<file path="src/design/mksq_pkg.sv">
`timescale 1ns / 1ps
// ----------------------------------------------------------------------------
// mksq_pkg
// Shared sizes, codes and types of the min-key slot scheduler queue.
// ----------------------------------------------------------------------------
package mksq_pkg;

    localparam int SLOTS       = 64;
    localparam int HANDLE_BITS = 16;
    localparam int KEY_BITS    = 32;

    localparam int SLOT_W    = (SLOTS > 1) ? $clog2(SLOTS) : 1;
    localparam int NODE_W    = SLOT_W + 1;
    localparam int NODES     = 2 ** NODE_W;
    localparam int PAY_BITS  = HANDLE_BITS + KEY_BITS;
    localparam int DATA_W    = ((PAY_BITS + 7) / 8) * 8;
    localparam int STATUS_W  = 2;

    localparam logic CMD_INSERT  = 1'b0;
    localparam logic CMD_EXTRACT = 1'b1;

    localparam logic [STATUS_W-1:0] ST_DONE  = 2'd0;
    localparam logic [STATUS_W-1:0] ST_FULL  = 2'd1;
    localparam logic [STATUS_W-1:0] ST_EMPTY = 2'd2;

    typedef struct packed {
        logic                occ;
        logic [KEY_BITS-1:0] key;
        logic [SLOT_W-1:0]   slot;
    } t_node;

    localparam int NODE_BITS = $bits(t_node);

    typedef enum logic [3:0] {
        DP_NOP,
        DP_CLEAR,
        DP_RD_ROOT,
        DP_RD_TAIL,
        DP_RD_HTAIL,
        DP_MOVE,
        DP_LEAF_INS,
        DP_LEAF_CLR,
        DP_RD_SIB,
        DP_UP,
        DP_RESULT
    } t_dp_op;

    typedef struct packed {
        t_dp_op              op;
        logic [STATUS_W-1:0] res_status;
        logic                res_data;
    } t_dp_cmd;

    typedef struct packed {
        logic clr_last;
        logic full;
        logic empty;
        logic root_occ;
        logic at_root;
    } t_dp_stat;

    function automatic logic [SLOT_W-1:0] next_slot(input logic [SLOT_W-1:0] s);
        logic [SLOT_W-1:0] n;
        n = (s == SLOT_W'(SLOTS - 1)) ? '0 : s + 1'b1;
        return n;
    endfunction

endpackage

</file>
<file path="src/design/mksq_ctrl.sv">
`timescale 1ns / 1ps
// ----------------------------------------------------------------------------
// mksq_ctrl
// Sequencer: clearing pass, command decode, tree walks and result handoff.
// ----------------------------------------------------------------------------
module mksq_ctrl
    import mksq_pkg::*;
(
    input  logic     i_clk,
    input  logic     i_rst_n,
    input  logic     i_accept,
    input  logic     i_command,
    input  t_dp_stat i_stat,
    input  logic     i_out_ready,
    output t_dp_cmd  o_cmd,
    output logic     o_in_ready,
    output logic     o_out_valid
);

    typedef enum logic [3:0] {
        S_CLEAR, S_IDLE, S_EX_ROOT, S_EX_HTAIL, S_EX_MOVE,
        S_WALK_RD, S_WALK_UP, S_CLR_LEAF, S_FIN
    } t_state;

    typedef enum logic [1:0] {
        PH_INSERT, PH_MOVE, PH_VACATE
    } t_phase;

    t_state              r_state, n_state;
    t_phase              r_phase, n_phase;
    logic [STATUS_W-1:0] r_res, n_res;
    logic                r_res_data, n_res_data;
    logic                r_out_valid;
    logic                w_load;

    always_comb begin
        n_state    = r_state;
        n_phase    = r_phase;
        n_res      = r_res;
        n_res_data = r_res_data;
        w_load     = 1'b0;
        o_cmd      = '{op: DP_NOP, res_status: r_res, res_data: r_res_data};
        case (r_state)
            S_CLEAR: begin
                o_cmd.op = DP_CLEAR;
                if (i_stat.clr_last) begin
                    n_state = S_IDLE;
                end
            end
            S_IDLE: begin
                if (i_accept) begin
                    n_res_data = 1'b0;
                    if (i_command == CMD_INSERT) begin
                        if (i_stat.full) begin
                            n_res   = ST_FULL;
                            n_state = S_FIN;
                        end else begin
                            o_cmd.op = DP_LEAF_INS;
                            n_phase  = PH_INSERT;
                            n_state  = S_WALK_RD;
                        end
                    end else if (i_stat.empty) begin
                        n_res   = ST_EMPTY;
                        n_state = S_FIN;
                    end else begin
                        o_cmd.op = DP_RD_ROOT;
                        n_state  = S_EX_ROOT;
                    end
                end
            end
            S_EX_ROOT: begin
                o_cmd.op = DP_RD_TAIL;
                if (i_stat.root_occ) begin
                    n_state = S_EX_HTAIL;
                end else begin
                    n_res   = ST_EMPTY;
                    n_state = S_FIN;
                end
            end
            S_EX_HTAIL: begin
                o_cmd.op = DP_RD_HTAIL;
                n_state  = S_EX_MOVE;
            end
            S_EX_MOVE: begin
                o_cmd.op = DP_MOVE;
                n_phase  = PH_MOVE;
                n_state  = S_WALK_RD;
            end
            S_WALK_RD: begin
                if (!i_stat.at_root) begin
                    o_cmd.op = DP_RD_SIB;
                    n_state  = S_WALK_UP;
                end else if (r_phase == PH_MOVE) begin
                    n_state = S_CLR_LEAF;
                end else begin
                    n_res      = ST_DONE;
                    n_res_data = (r_phase == PH_VACATE);
                    n_state    = S_FIN;
                end
            end
            S_WALK_UP: begin
                o_cmd.op = DP_UP;
                n_state  = S_WALK_RD;
            end
            S_CLR_LEAF: begin
                o_cmd.op = DP_LEAF_CLR;
                n_phase  = PH_VACATE;
                n_state  = S_WALK_RD;
            end
            S_FIN: begin
                // hold the result until the output register is free
                if (!r_out_valid || i_out_ready) begin
                    o_cmd.op = DP_RESULT;
                    w_load   = 1'b1;
                    n_state  = S_IDLE;
                end
            end
            default: n_state = S_IDLE;
        endcase
    end

    always_ff @(posedge i_clk) begin
        if (!i_rst_n) begin
            r_state     <= S_CLEAR;
            r_phase     <= PH_INSERT;
            r_res       <= ST_DONE;
            r_res_data  <= 1'b0;
            r_out_valid <= 1'b0;
        end else begin
            r_state     <= n_state;
            r_phase     <= n_phase;
            r_res       <= n_res;
            r_res_data  <= n_res_data;
            r_out_valid <= w_load || (r_out_valid && !i_out_ready);
        end
    end

    assign o_in_ready  = (r_state == S_IDLE);
    assign o_out_valid = r_out_valid;

endmodule

</file>
<file path="config.mk">
export PLATFORM = sky130hd
export DESIGN_NAME = mksq_ctrl
export DESIGN_NICKNAME = d
export VERILOG_FILES = /design/src/design/mksq_pkg.sv /design/src/design/mksq_ctrl.sv
export SDC_FILE = /design/constraint.sdc
export NUM_CORES = 1
export LEC_CHECK = 0
export BUFFER_PORTS_ARGS = -buffer_cell sky130_fd_sc_hd__buf_2
export CELL_PAD_IN_SITES_DETAIL_PLACEMENT = 1
export CELL_PAD_IN_SITES_GLOBAL_PLACEMENT = 1
export CORE_MARGIN = 8
export CORE_UTILIZATION = 33
export DETAILED_ROUTE_END_ITERATION = 7
export PLACE_DENSITY = 0.7
export RECOVER_POWER = 25
export SLEW_MARGIN = 20
export SYNTH_ARGS = -nofsm -noshare
export SYNTH_HDL_FRONTEND = slang
export SYNTH_SLANG_ARGS = --single-unit
</file>
<file path="constraint.sdc">
create_clock -name i_clk -period 1.7 [get_ports i_clk]
set_clock_uncertainty 0.2 [all_clocks]
set_input_delay 0.085 -clock i_clk [delete_from_list [all_inputs] [get_ports i_clk]]
set_output_delay 0.085 -clock i_clk [all_outputs]
set_load 0.03 [all_outputs]
</file>
; ---- Yosys cells after proc, flatten, opt, wreduce, memory -nomap -nowiden
; Index checks and enable logic that the tools add are counted.
[totals]
ff_bits = 10
[classes]
n_eq_ne = 20
n_mux = 35
reduce_logical = 14
[op_table]
columns = operator, count
row1 = two-way mux 4 bit, 13
row2 = one-hot mux 4 bit (9 select lines), 1
row3 = one-hot mux 4 bit (7 select lines), 1
row4 = two-way mux 2 bit, 11
row5 = == test 4 x 3 -> 1 bit (second input constant), 4
row6 = != test 2 bit (second input constant), 8
row7 = one-hot mux 2 bit (3 select lines), 2
row8 = == test 4 x 2 -> 1 bit (second input constant), 2
row9 = AND reduction 4 bit, 2
row10 = AND reduction 7 bit, 1
row11 = != test 3 bit (second input constant), 2
row12 = nonzero test 3 bit, 2
row13 = two-way mux 1 bit, 5
row14 = == test 4 x 1 -> 1 bit (second input constant), 1
row15 = == test 4 bit (second input constant), 1
row16 = zero test 4 bit, 1
row17 = two-way mux 3 bit, 1
row18 = AND reduction 3 bit, 1
row19 = OR reduction 3 bit, 1
row20 = == test 2 x 1 -> 1 bit (second input constant), 1
row21 = == test 2 bit (second input constant), 1
row22 = zero test 1 bit, 2
row23 = logical OR 1 bit, 2
row24 = one-hot mux 1 bit (2 select lines), 1
row25 = other kinds (2), 2

; ---- Depth between registers and ports, before layout
; Gate-level depths: netlist of run 1.
[logic_depth]
ltp_word = 5
depth_mapped = 6
depth_no_buf = 4

; ---- Worst setup path before layout of run 1
; Ideal clock, no wire load.
[synth_path]
path_type = reg-to-reg
start = register r_state[1]
end = register r_res[1]
setup_time_ps = 124
arrival_ps = 1870
setup_slack_ps = -493
path_stages_with_launch = 6
path_buffers = 1
synth_period_minus_slack_ps = 2193
path_cell_list = dfxtp_1 -> buf_6 -> nor4b_2 -> nand2_1 -> a2111o_1 -> mux2i_1
[synth_via]
elab_chain_len = 3
word_cells_on_any_way = 12
[synth_lines]
columns = item, line
row1 = start: declaration, mksq_ctrl.sv:29  ; t_state r_state, n_state;
row2 = start signal: assignment, mksq_ctrl.sv:130  ; r_state <= n_state;
row3 = == test 4 x 1 -> 1 bit *, -
row4 = named net o_in_ready, mksq_ctrl.sv:16  ; output logic o_in_ready,
row5 = "!= test 3 bit (no line), or another cell as far along", -
row6 = AND reduction 7 bit (no line), -
row7 = end signal: assignment, mksq_ctrl.sv:132  ; r_res <= n_res;
row8 = end: declaration, mksq_ctrl.sv:31  ; logic [STATUS_W-1:0] r_res, n_res;
; Mark *: on every way through the listed nets, which the timed path passes. The rest lies on a longest branch.
; A chain may end at the register's enable or synchronous reset.

; ---- Final worst setup path of run 1
[layout_path]
start = register r_state[1]
end = register r_res[1]
[layout_via]
elab_chain_len = 3
word_cells_on_any_way = 12
[layout_lines]
columns = item, line
row1 = "== test 4 x 1 -> 1 bit, or another cell as far along", mksq_ctrl.sv:43  ; case (r_state)
row2 = "!= test 3 bit (no line), or another cell as far along", -
row3 = AND reduction 7 bit (no line), -
; Parallel ways exist; a longest one is shown, timed or not.

==> metrics, run 1 <==
Port Buffers 18; Max Freq 550 MHz; Layout area overhead 57.5%; layout cells sized above 1 a little under half; Num CTS Buffers 3; Iter 0 DRT Violations 25; Max Slew Vio Count 0; vias in the first global route 904; Post-synth EDFFs 0; crit path time final ~1.8 ns; Int Power between 0.4 and 0.5 mW; post-synthesis register bit count 10; outcome complete, but fails checks; clock share of power ~33%; core area roughly 0.0022 mm²; GRT Residual Overflow 0; max-cap violations 0; commonest non-fill, non-tap cells in the layout buf_4 (13), buf_2 (12), nand2_1 (11), buf_6 (8), nor2_1 (7); Max Root-Sink Buffers 2; diode count 0; CP max stage cell a2111o_1; largest net degree at the start of global routing 16; post-synthesis sequential area ratio a little over a quarter; CP Launch Type register; Vias around 860; yosys warns 0; R2R Setup Slk -0.12 ns; Num Clock Sinks 10; Global Route Usage Sum 13.1%; Synth async-reset ratio 0%; vias per inst roughly 5.4; Switching Fraction 29.8%; RSZ-0062 raised after global routing true; H-tree depth reported by CTS 1; multi-input logic area 597 µm²; Placement Rows 17; CTS tree done; Worst Reg-to-Reg Cells 5; Root Driver clkbuf_4; Post-DRT Antenna Nets 0; syn avg cell area 7.57 µm²; critical path cell sequence buf_6 > nor4b_4 > nand2_1 > a2111o_1 > mux2i_1; synth unique cells 36; Gate Count Post-Synth 100; wire per inst roughly 16 µm; NumNets Final 144; synthesized area 757 µm²; start point of the worst hold path i_command; most common cell after layout, fill and taps aside buf_4; Final HPWL DP 1870 µm; first-pass GRT wire length between 4000 and 5000 µm; Total Power roughly 0.66 mW; Logic pwr share 29.4%; Worst path max stage delay around 0.48 ns; Worst-Margin Slew roughly 0.35 ns; fin worst setup slack -0.117 ns; worst r2r dst r_res[1]$_SDFFE_PN0P_; Total Wirelength about 2600 µm; Final Hold Fails 0; min-delay worst type in -> reg; CP arrival 1.76 ns; sequential power share a little under two fifths; Die H around 64 µm; reg-to-reg critical path startpoint r_state[1]$_SDFFE_PN0P_; Initial Util around a third; WHS Endpoint r_res[0]$_SDFFE_PN0P_; # IOs 19; Layout Utilization between 50 and 60%; Hold Crit Depth 3; Crit. End Element register; Pre-antenna DRT Iters 4; register area 205 µm²; Static Leakage 0.497 nW; # setup viols final 7; post-synth net total 110; clock transition at the registers of the reported paths about 0.070 ns; routability cong. roughly 0.85; Worst Path Max Fanout 4; maximum vdd drop about 400 µV; die area approximately 0.0041 mm²; Remaining DRCs 0; NetSw approximately 0.20 mW; pwr dens 552 mW/mm²; Primary FF master, synth dfxtp_1; WS Path Type reg -> reg; failing checks setup timing; WP data required approximately 1.7 ns; TNS Setup -0.488 ns; Tcrit/Tclk final 107%; fill cell total of the finished layout roughly 270; Max-slew headroom about three quarters; initial antenna violation count 0; Clock Latency Late Sink between 0.2 and 0.3 ns; hold slack 0.0884 ns; die width about 64 µm
## worst max-delay path, delay by kind of cell, from the launching register on
kind / cells / cell delay, ns
buf+inv: 1 / 0.12
flops: 1 / 0.33
compound gates: 1 / 0.48
simple gates: 2 / 0.43
mux: 1 / 0.14
## cells in the mapped netlist (2+ instances only)
master	instances	area [µm²]
a21boi_0	3	22.5
a21o_1	2	15.0
a21oi_1	4	20.0
a32oi_1	2	17.5
and3_1	2	12.5
buf_6	2	22.5
clkbuf_1	6	22.5
dfxtp_1	10	200
inv_1	3	11.3
mux2i_1	3	30.0
nand2_1	12	45.0
nand2b_1	2	12.5
nand3b_1	4	30.0
nor2_1	8	30.0
nor2b_1	6	37.5
nor3_1	3	15.0
o21a_1	3	22.5
o21ai_0	7	35.0
## cell type report
cell class / instances / share of cell area (%)
well taps: 28 / 2.94
clock buffers: 4 / 3.04
inverters: 3 / 1.15
flip-flops and latches: 10 / 17.2
repair buffers: 39 / 25.6
multi-input cells: 77 / 50.1
## logic make-up after synthesis
logic type	synth area share, %
AND/OR/NAND/NOR	31.6
AO/OA/AOI/OAI	27.4
buffers and inverters	9.09
flip-flops	26.4
multiplexers	5.45
## flip-flops by register name (all words and copies together), names as in the netlist
register	flops
r_res	2
r_state	4
o_out_valid	1
r_res_data	1
r_phase	2
## worst max path at each step
stage	startpoint	depth (start not counted)	endpoint
global placement	r_state[2]$_SDFFE_PN0P_	5	r_res[1]$_SDFFE_PN0P_
floorplan	r_state[2]$_SDFFE_PN0P_	5	r_res[1]$_SDFFE_PN0P_
finish	r_state[1]$_SDFFE_PN0P_	5	r_res[1]$_SDFFE_PN0P_
CTS	r_state[1]$_SDFFE_PN0P_	5	r_res[1]$_SDFFE_PN0P_
global route	r_state[1]$_SDFFE_PN0P_	5	r_state[3]$_SDFFE_PN0P_
detailed placement	r_state[2]$_SDFFE_PN0P_	5	r_res[0]$_SDFFE_PN0P_
## power by group through the flow
stage | clock [mW] | sequential (mW) | combinational (mW)
6_report | 0.216 | 0.249 | 0.193
5_1_grt | 0.234 | 0.250 | 0.205
4_1_cts | 0.223 | 0.247 | 0.182
3_5_place_dp | 0 | 0.251 | 0.149
3_3_place_gp | 0 | 0.251 | 0.147
2_1_floorplan | 0 | 0.254 | 0.0916
## routing by layer
layer / global-route usage, % / wire (µm)
met1: 15.3 / 1120
met2: 22.7 / 1350
met3: 3.48 / 134
met4: 3.90 / 44
met5: 0 / 0
## what timing repair did
| action | CTS | global route |
|---|---|---|
| hold endpoints to repair | 9 | 0 |
| setup buffers | 4 | 0 |
| gates cloned | 0 | 0 |
| endpoints found under the setup margin | 10 | 11 |
| gates resized for setup | 36 | 10 |
| pin swaps | 8 | 2 |
| hold buffers | 3 | 0 |
## stage by stage
stage	setup slack (ns)	cells	instance area, µm²
6_report	-0.117	161	1190
5_1_grt	-0.170	161	1190
4_1_cts	-0.115	161	1160
3_5_place_dp	-0.175	150	942
3_3_place_gp	-0.135	150	942
2_1_floorplan	-0.214	100	769
Note: power is estimated with default switching activity, not from simulation.
==> run 2: changes to the inputs <==
- REMOVE_ABC_BUFFERS: default -> 1
- TNS_END_PERCENT: default -> 20
==> metrics, run 2 (same netlist as run 1, synthesis figures left out) <==
GRT Residual Overflow 0; outcome complete, but fails checks; Max Root-Sink Buffers 2; Global Route Usage Sum 13.5%; vias in the first global route roughly 900; Worst Path Max Fanout 4; diode count 0; Pre-antenna DRT Iters 4; Final Hold Fails 0; Post-DRT Antenna Nets 0; routability cong. ~0.82; NumNets Final roughly 140; Worst-Margin Slew around 0.37 ns; CP arrival 1.78 ns; met3 Resource Use GR 3.83%; Crit. End Element register; CP Launch Type register; Final Instance Area around 0.0011 mm²; # IOs 19; # setup viols final 8; WS Path Type reg -> reg; Vias around 840; layout cells sized above 1 ~38%; flip-flop count of the largest register after layout 4; first-pass GRT wire length around 4400 µm; Largest regs r_state x4, r_phase x2, r_res x2; Remaining DRCs 0; Static Leakage 0.461 nW; Num CTS Buffers 3; commonest non-fill, non-tap cells in the layout buf_4 (16), nand2_1 (12), buf_2 (12), nor2_1 (7), dfxtp_1 (6); H-tree depth reported by CTS 1; fin worst setup slack -0.128 ns; hold slack around 0.019 ns; Root Driver clkbuf_4; Tcrit/Tclk final 108%; Final HPWL DP between 1500 and 2000 µm; Die H 63.9 µm; Max Slew Vio Count 0; Port Buffers 18; layer with the highest usage met2; Num Clock Sinks 10; failing checks setup timing; max-cap violations 0; wire per inst ~17 µm; Max-slew headroom about three quarters; pwr dens between 500 and 600 mW/mm²; crit path time final approximately 1.8 ns; Max Freq around 550 MHz; Placement Rows 17; Initial Util 34.6%; most common cell after layout, fill and taps aside buf_4; Layout area overhead 41.8%; M2 GR Usage 20.3%; RSZ-0062 raised after global routing true; Iter 0 DRT Violations 27; Clock Latency Late Sink between 0.2 and 0.3 ns; Largest Register r_state; core area 0.00219 mm²; largest net degree at the start of global routing 17; TNS Setup -0.482 ns; clock transition at the registers of the reported paths approximately 0.06 ns; fill cell total of the finished layout between 200 and 300; WP data required between 1.5 and 2 ns; Total Wirelength ~2700 µm; Total Power 0.593 mW; vias per inst between 5 and 6; min-delay worst type in -> reg; die area about 0.0041 mm²; die width ~64 µm; Layout Utilization about 49%; CTS tree done; maximum vdd drop 424 µV; GR met1 Demand/Resource about 17%; Post-DP Area about 920 µm²; initial antenna violation count 0
-- run 2: cell count changes in the layout (fill, tap and decap cells not counted), sizes merged --
| cell | delta |
|---|---|
| buf | -2 |
| dlygate4sd3 | -1 |
| clkbuf | -1 |
-- run 2: report_power, final --
group          leakage, nW  switching (mW)  internal, mW
registers           0.0828         0.00706         0.241
clock network       0.0138          0.0816        0.0819
logic                0.365          0.0969        0.0838
total                0.461           0.186         0.407
-- run 2: final timing paths --
path | slack, ns | to | cells after the start | from
max | -0.13 | r_res[1]$_SDFFE_PN0P_ | 5 | r_state[2]$_SDFFE_PN0P_
min | 0.02 | r_state[0]$_SDFFE_PN0P_ | 3 | i_stat[1]
max reg2reg | -0.13 | r_res[1]$_SDFFE_PN0P_ | 5 | r_state[2]$_SDFFE_PN0P_
min reg2reg | 0.28 | r_res[0]$_SDFFE_PN0P_ | 2 | r_res[0]$_SDFFE_PN0P_
-- run 2: final cells by class --
type	count	area, µm²	area share [%]
tap	28	35.0	3.26
multi-input combinational	77	543	50.6
timing repair buffer	36	256	23.9
inverter	3	11.3	1.05
sequential	10	205	19.1
clock buffer	3	22.5	2.10
-- run 2: worst max-delay path, stage by stage, from the launching register on --
cell and delay [ns]:
dfxtp_2 0.34, buf_4 0.14, nor4b_4 0.30, nand2_1 0.10
a2111o_1 0.48, mux2i_1 0.15
-- run 2: metal layers --
layer | wire length [µm] | vias to the layer above
met5 | 0 | -
met2 | 1270 | 23
met1 | 1230 | 391
li1 | - | 418
met3 | 129 | 7
met4 | 61 | 0
-- run 2: what timing repair did --
action,in CTS,in global routing
setup endpoints to repair,9,10
hold endpoints to repair,8,0
gates resized for setup,10,17
pin swaps,1,2
hold buffers,2,0
buffers inserted,0,3
-- run 2: per-stage QoR --
stage	std cells	setup WS [ns]
finish	157	-0.128
global route	157	-0.212
CTS	154	-0.127
detailed placement	149	-0.168
global placement	149	-0.0598
floorplan	90	-0.651
==> run 3: changes to the inputs <==
- ABC_AREA: default -> 1
- CORE_UTILIZATION: 33 -> 30
- PLACE_DENSITY: 0.7 -> 0.69
==> metrics, run 3 <==
Largest regs r_state x4, r_phase x2, r_res x2; Worst-Margin Slew 0.373 ns; Die H around 64 µm; RSZ-0062 raised after global routing true; Total Wirelength roughly 2300 µm; clock transition at the registers of the reported paths 0.07 ns; Clock Latency Late Sink roughly 0.26 ns; WS Path Type in -> out; Iter 0 DRT Violations 19; Static Leakage approximately 0.45 nW; vias in the first global route slightly below 900; multi-input logic area approximately 470 µm²; CTS tree done; Post-DP Area about 830 µm²; wire per inst roughly 14 µm; register area between 200 and 250 µm²; most common cell after layout, fill and taps aside nand2_1; layout cells sized above 1 between 30% and 40%; reg-to-reg critical path startpoint r_state[1]$_SDFFE_PN0P_; CP startpoint i_out_ready; most numerous cell in the Yosys netlist nand2_1; Pre-antenna DRT Iters 4; Crit. End Element output port; post-synth top area cell dfxtp_1; hold slack 0.0130 ns; Port Buffers 18; synth unique cells 19; first-pass GRT wire length about 4000 µm; crit path time final approximately 1.6 ns; max-cap violations 0; Final Instance Area approximately 960 µm²; start point of the worst hold path i_stat[0]; Final HPWL DP 1880 µm; post-synthesis register bit count 10; Final Hold Fails 0; syn avg cell area just over 6 µm²; Synth top area share 28.6%; flip-flop count of the largest register after layout 4; CP Launch Type primary input; Max Root-Sink Buffers 2; CP arrival around 1.3 ns; largest net degree at the start of global routing 9; NumNets Final between 150 and 200; die width approximately 64 µm; Max-slew headroom approximately three quarters; core area between 0.002 and 0.0025 mm²; Num Clock Sinks 10; Max Slew Vio Count 0; Worst Path Max Fanout 3; vias per inst slightly above 5; H-tree depth reported by CTS 1; diode count 0; Layout area overhead 36.4%; GRT Residual Overflow 0; fill cell total of the finished layout ~310; Post-synth EDFFs 0; Total Power a little over 0.7 mW; TNS Setup 0 ns; post-synthesis sequential area ratio 28.6%; min-delay worst type in -> reg; dpl cells 160; Num CTS Buffers 3; Synth async-reset ratio 0%; WP data required between 1 and 1.5 ns; final cell count without fillers roughly 170; Largest Register r_state; die area 0.00414 mm²; Tcrit/Tclk final 95.5%; Root Driver clkbuf_4; Placement Rows 17; commonest non-fill, non-tap cells in the layout nand2_1 (19), nor2_1 (17), inv_1 (15), buf_2 (11), nand3_1 (10); synthesized area 701 µm²; # setup viols final 0; yosys warns 0; Max Freq just over 600 MHz; Post-synth top cells nand2_1 (22), nor2_1 (19), inv_1 (17), nand3_1 (12), dfxtp_1 (10); pwr dens between 700 and 800 mW/mm²; Global Route Usage Sum between 10% and 20%; routability cong. ~0.84; Primary FF master, synth dfxtp_1; initial antenna violation count 0; Remaining DRCs 0; Post-DRT Antenna Nets 0; Gate Count Post-Synth 114; Initial Util 31.7%; outcome complete, no violations; # IOs 19; largest cells by area after synthesis dfxtp_1 (29%), nand2_1 (12%), nor2_1 (10%); Vias approximately 850; maximum vdd drop around 470 µV
-- run 3: what timing repair did --
| item | in CTS | in global routing |
|---|---|---|
| gates cloned | 0 | 0 |
| endpoints found under the hold margin | 5 | 0 |
| pin swaps | 1 | 4 |
| hold buffers | 2 | 0 |
| setup endpoints to repair | 3 | 3 |
| buffers inserted | 2 | 1 |
| resized for setup | 10 | 14 |
-- run 3: area by class of cell --
cell class,instances,area share (%)
clock buffer,3,2.36
inverter,18,7.33
multi-input combinational,85,49.6
sequential,10,21.7
tap,28,3.66
timing repair buffer,24,15.3
-- run 3: metal layers --
layer / global-route usage (%) / up-vias / routed length (µm)
met4: 4.90 / 0 / 34
met1: 13.9 / 404 / 1030
li1: - / 421 / -
met3: 2.79 / 4 / 142
met2: 19.1 / 23 / 1110
met5: 0 / - / 0
-- run 3: through the flow --
stage,setup WS [ns],utilization [%]
2_1_floorplan,0.188,-
3_3_place_gp,0.133,37.3
3_5_place_dp,0.0744,37.3
4_1_cts,0.0103,41.2
5_1_grt,-0.0152,43.2
6_report,0.0763,43.2
-- run 3: cell families (layout without fill, tap and decap cells) --
logic type / after synthesis / after routing / share of synthesized area, %
buffers and inverters: 19 / 45 / 10.7
DFF: 10 / 10 / 28.6
AOI/OAI and AO/OA: 15 / 15 / 11.8
and+or+nand+nor: 70 / 70 / 48.9
-- run 3: critical path: stages --
cell and delay [ns]:
dlygate4sd3_1 0.52, buf_2 0.10, inv_1 0.03, nand2_1 0.11
nand3_1 0.15, o211ai_1 0.14, buf_4 0.20
-- run 3: power by group --
group / switching [mW] / total [mW] / internal, mW
Sequential: 0.0200 / 0.272 / 0.252
Clock: 0.0802 / 0.162 / 0.0815
Combinational: 0.190 / 0.289 / 0.0997
-- run 3: path summary, 6_finish.rpt --
path                                                 to  slack [ns]  depth (start not counted)
worst max-delay path                           o_cmd[6]        0.08                          7
worst min-delay path            r_res_data$_SDFFE_PN0P_        0.01                          5
worst max register to register    r_res[0]$_SDFFE_PN0P_        0.16                          9
worst min register to register  r_res_data$_SDFFE_PN0P_        0.28                          2
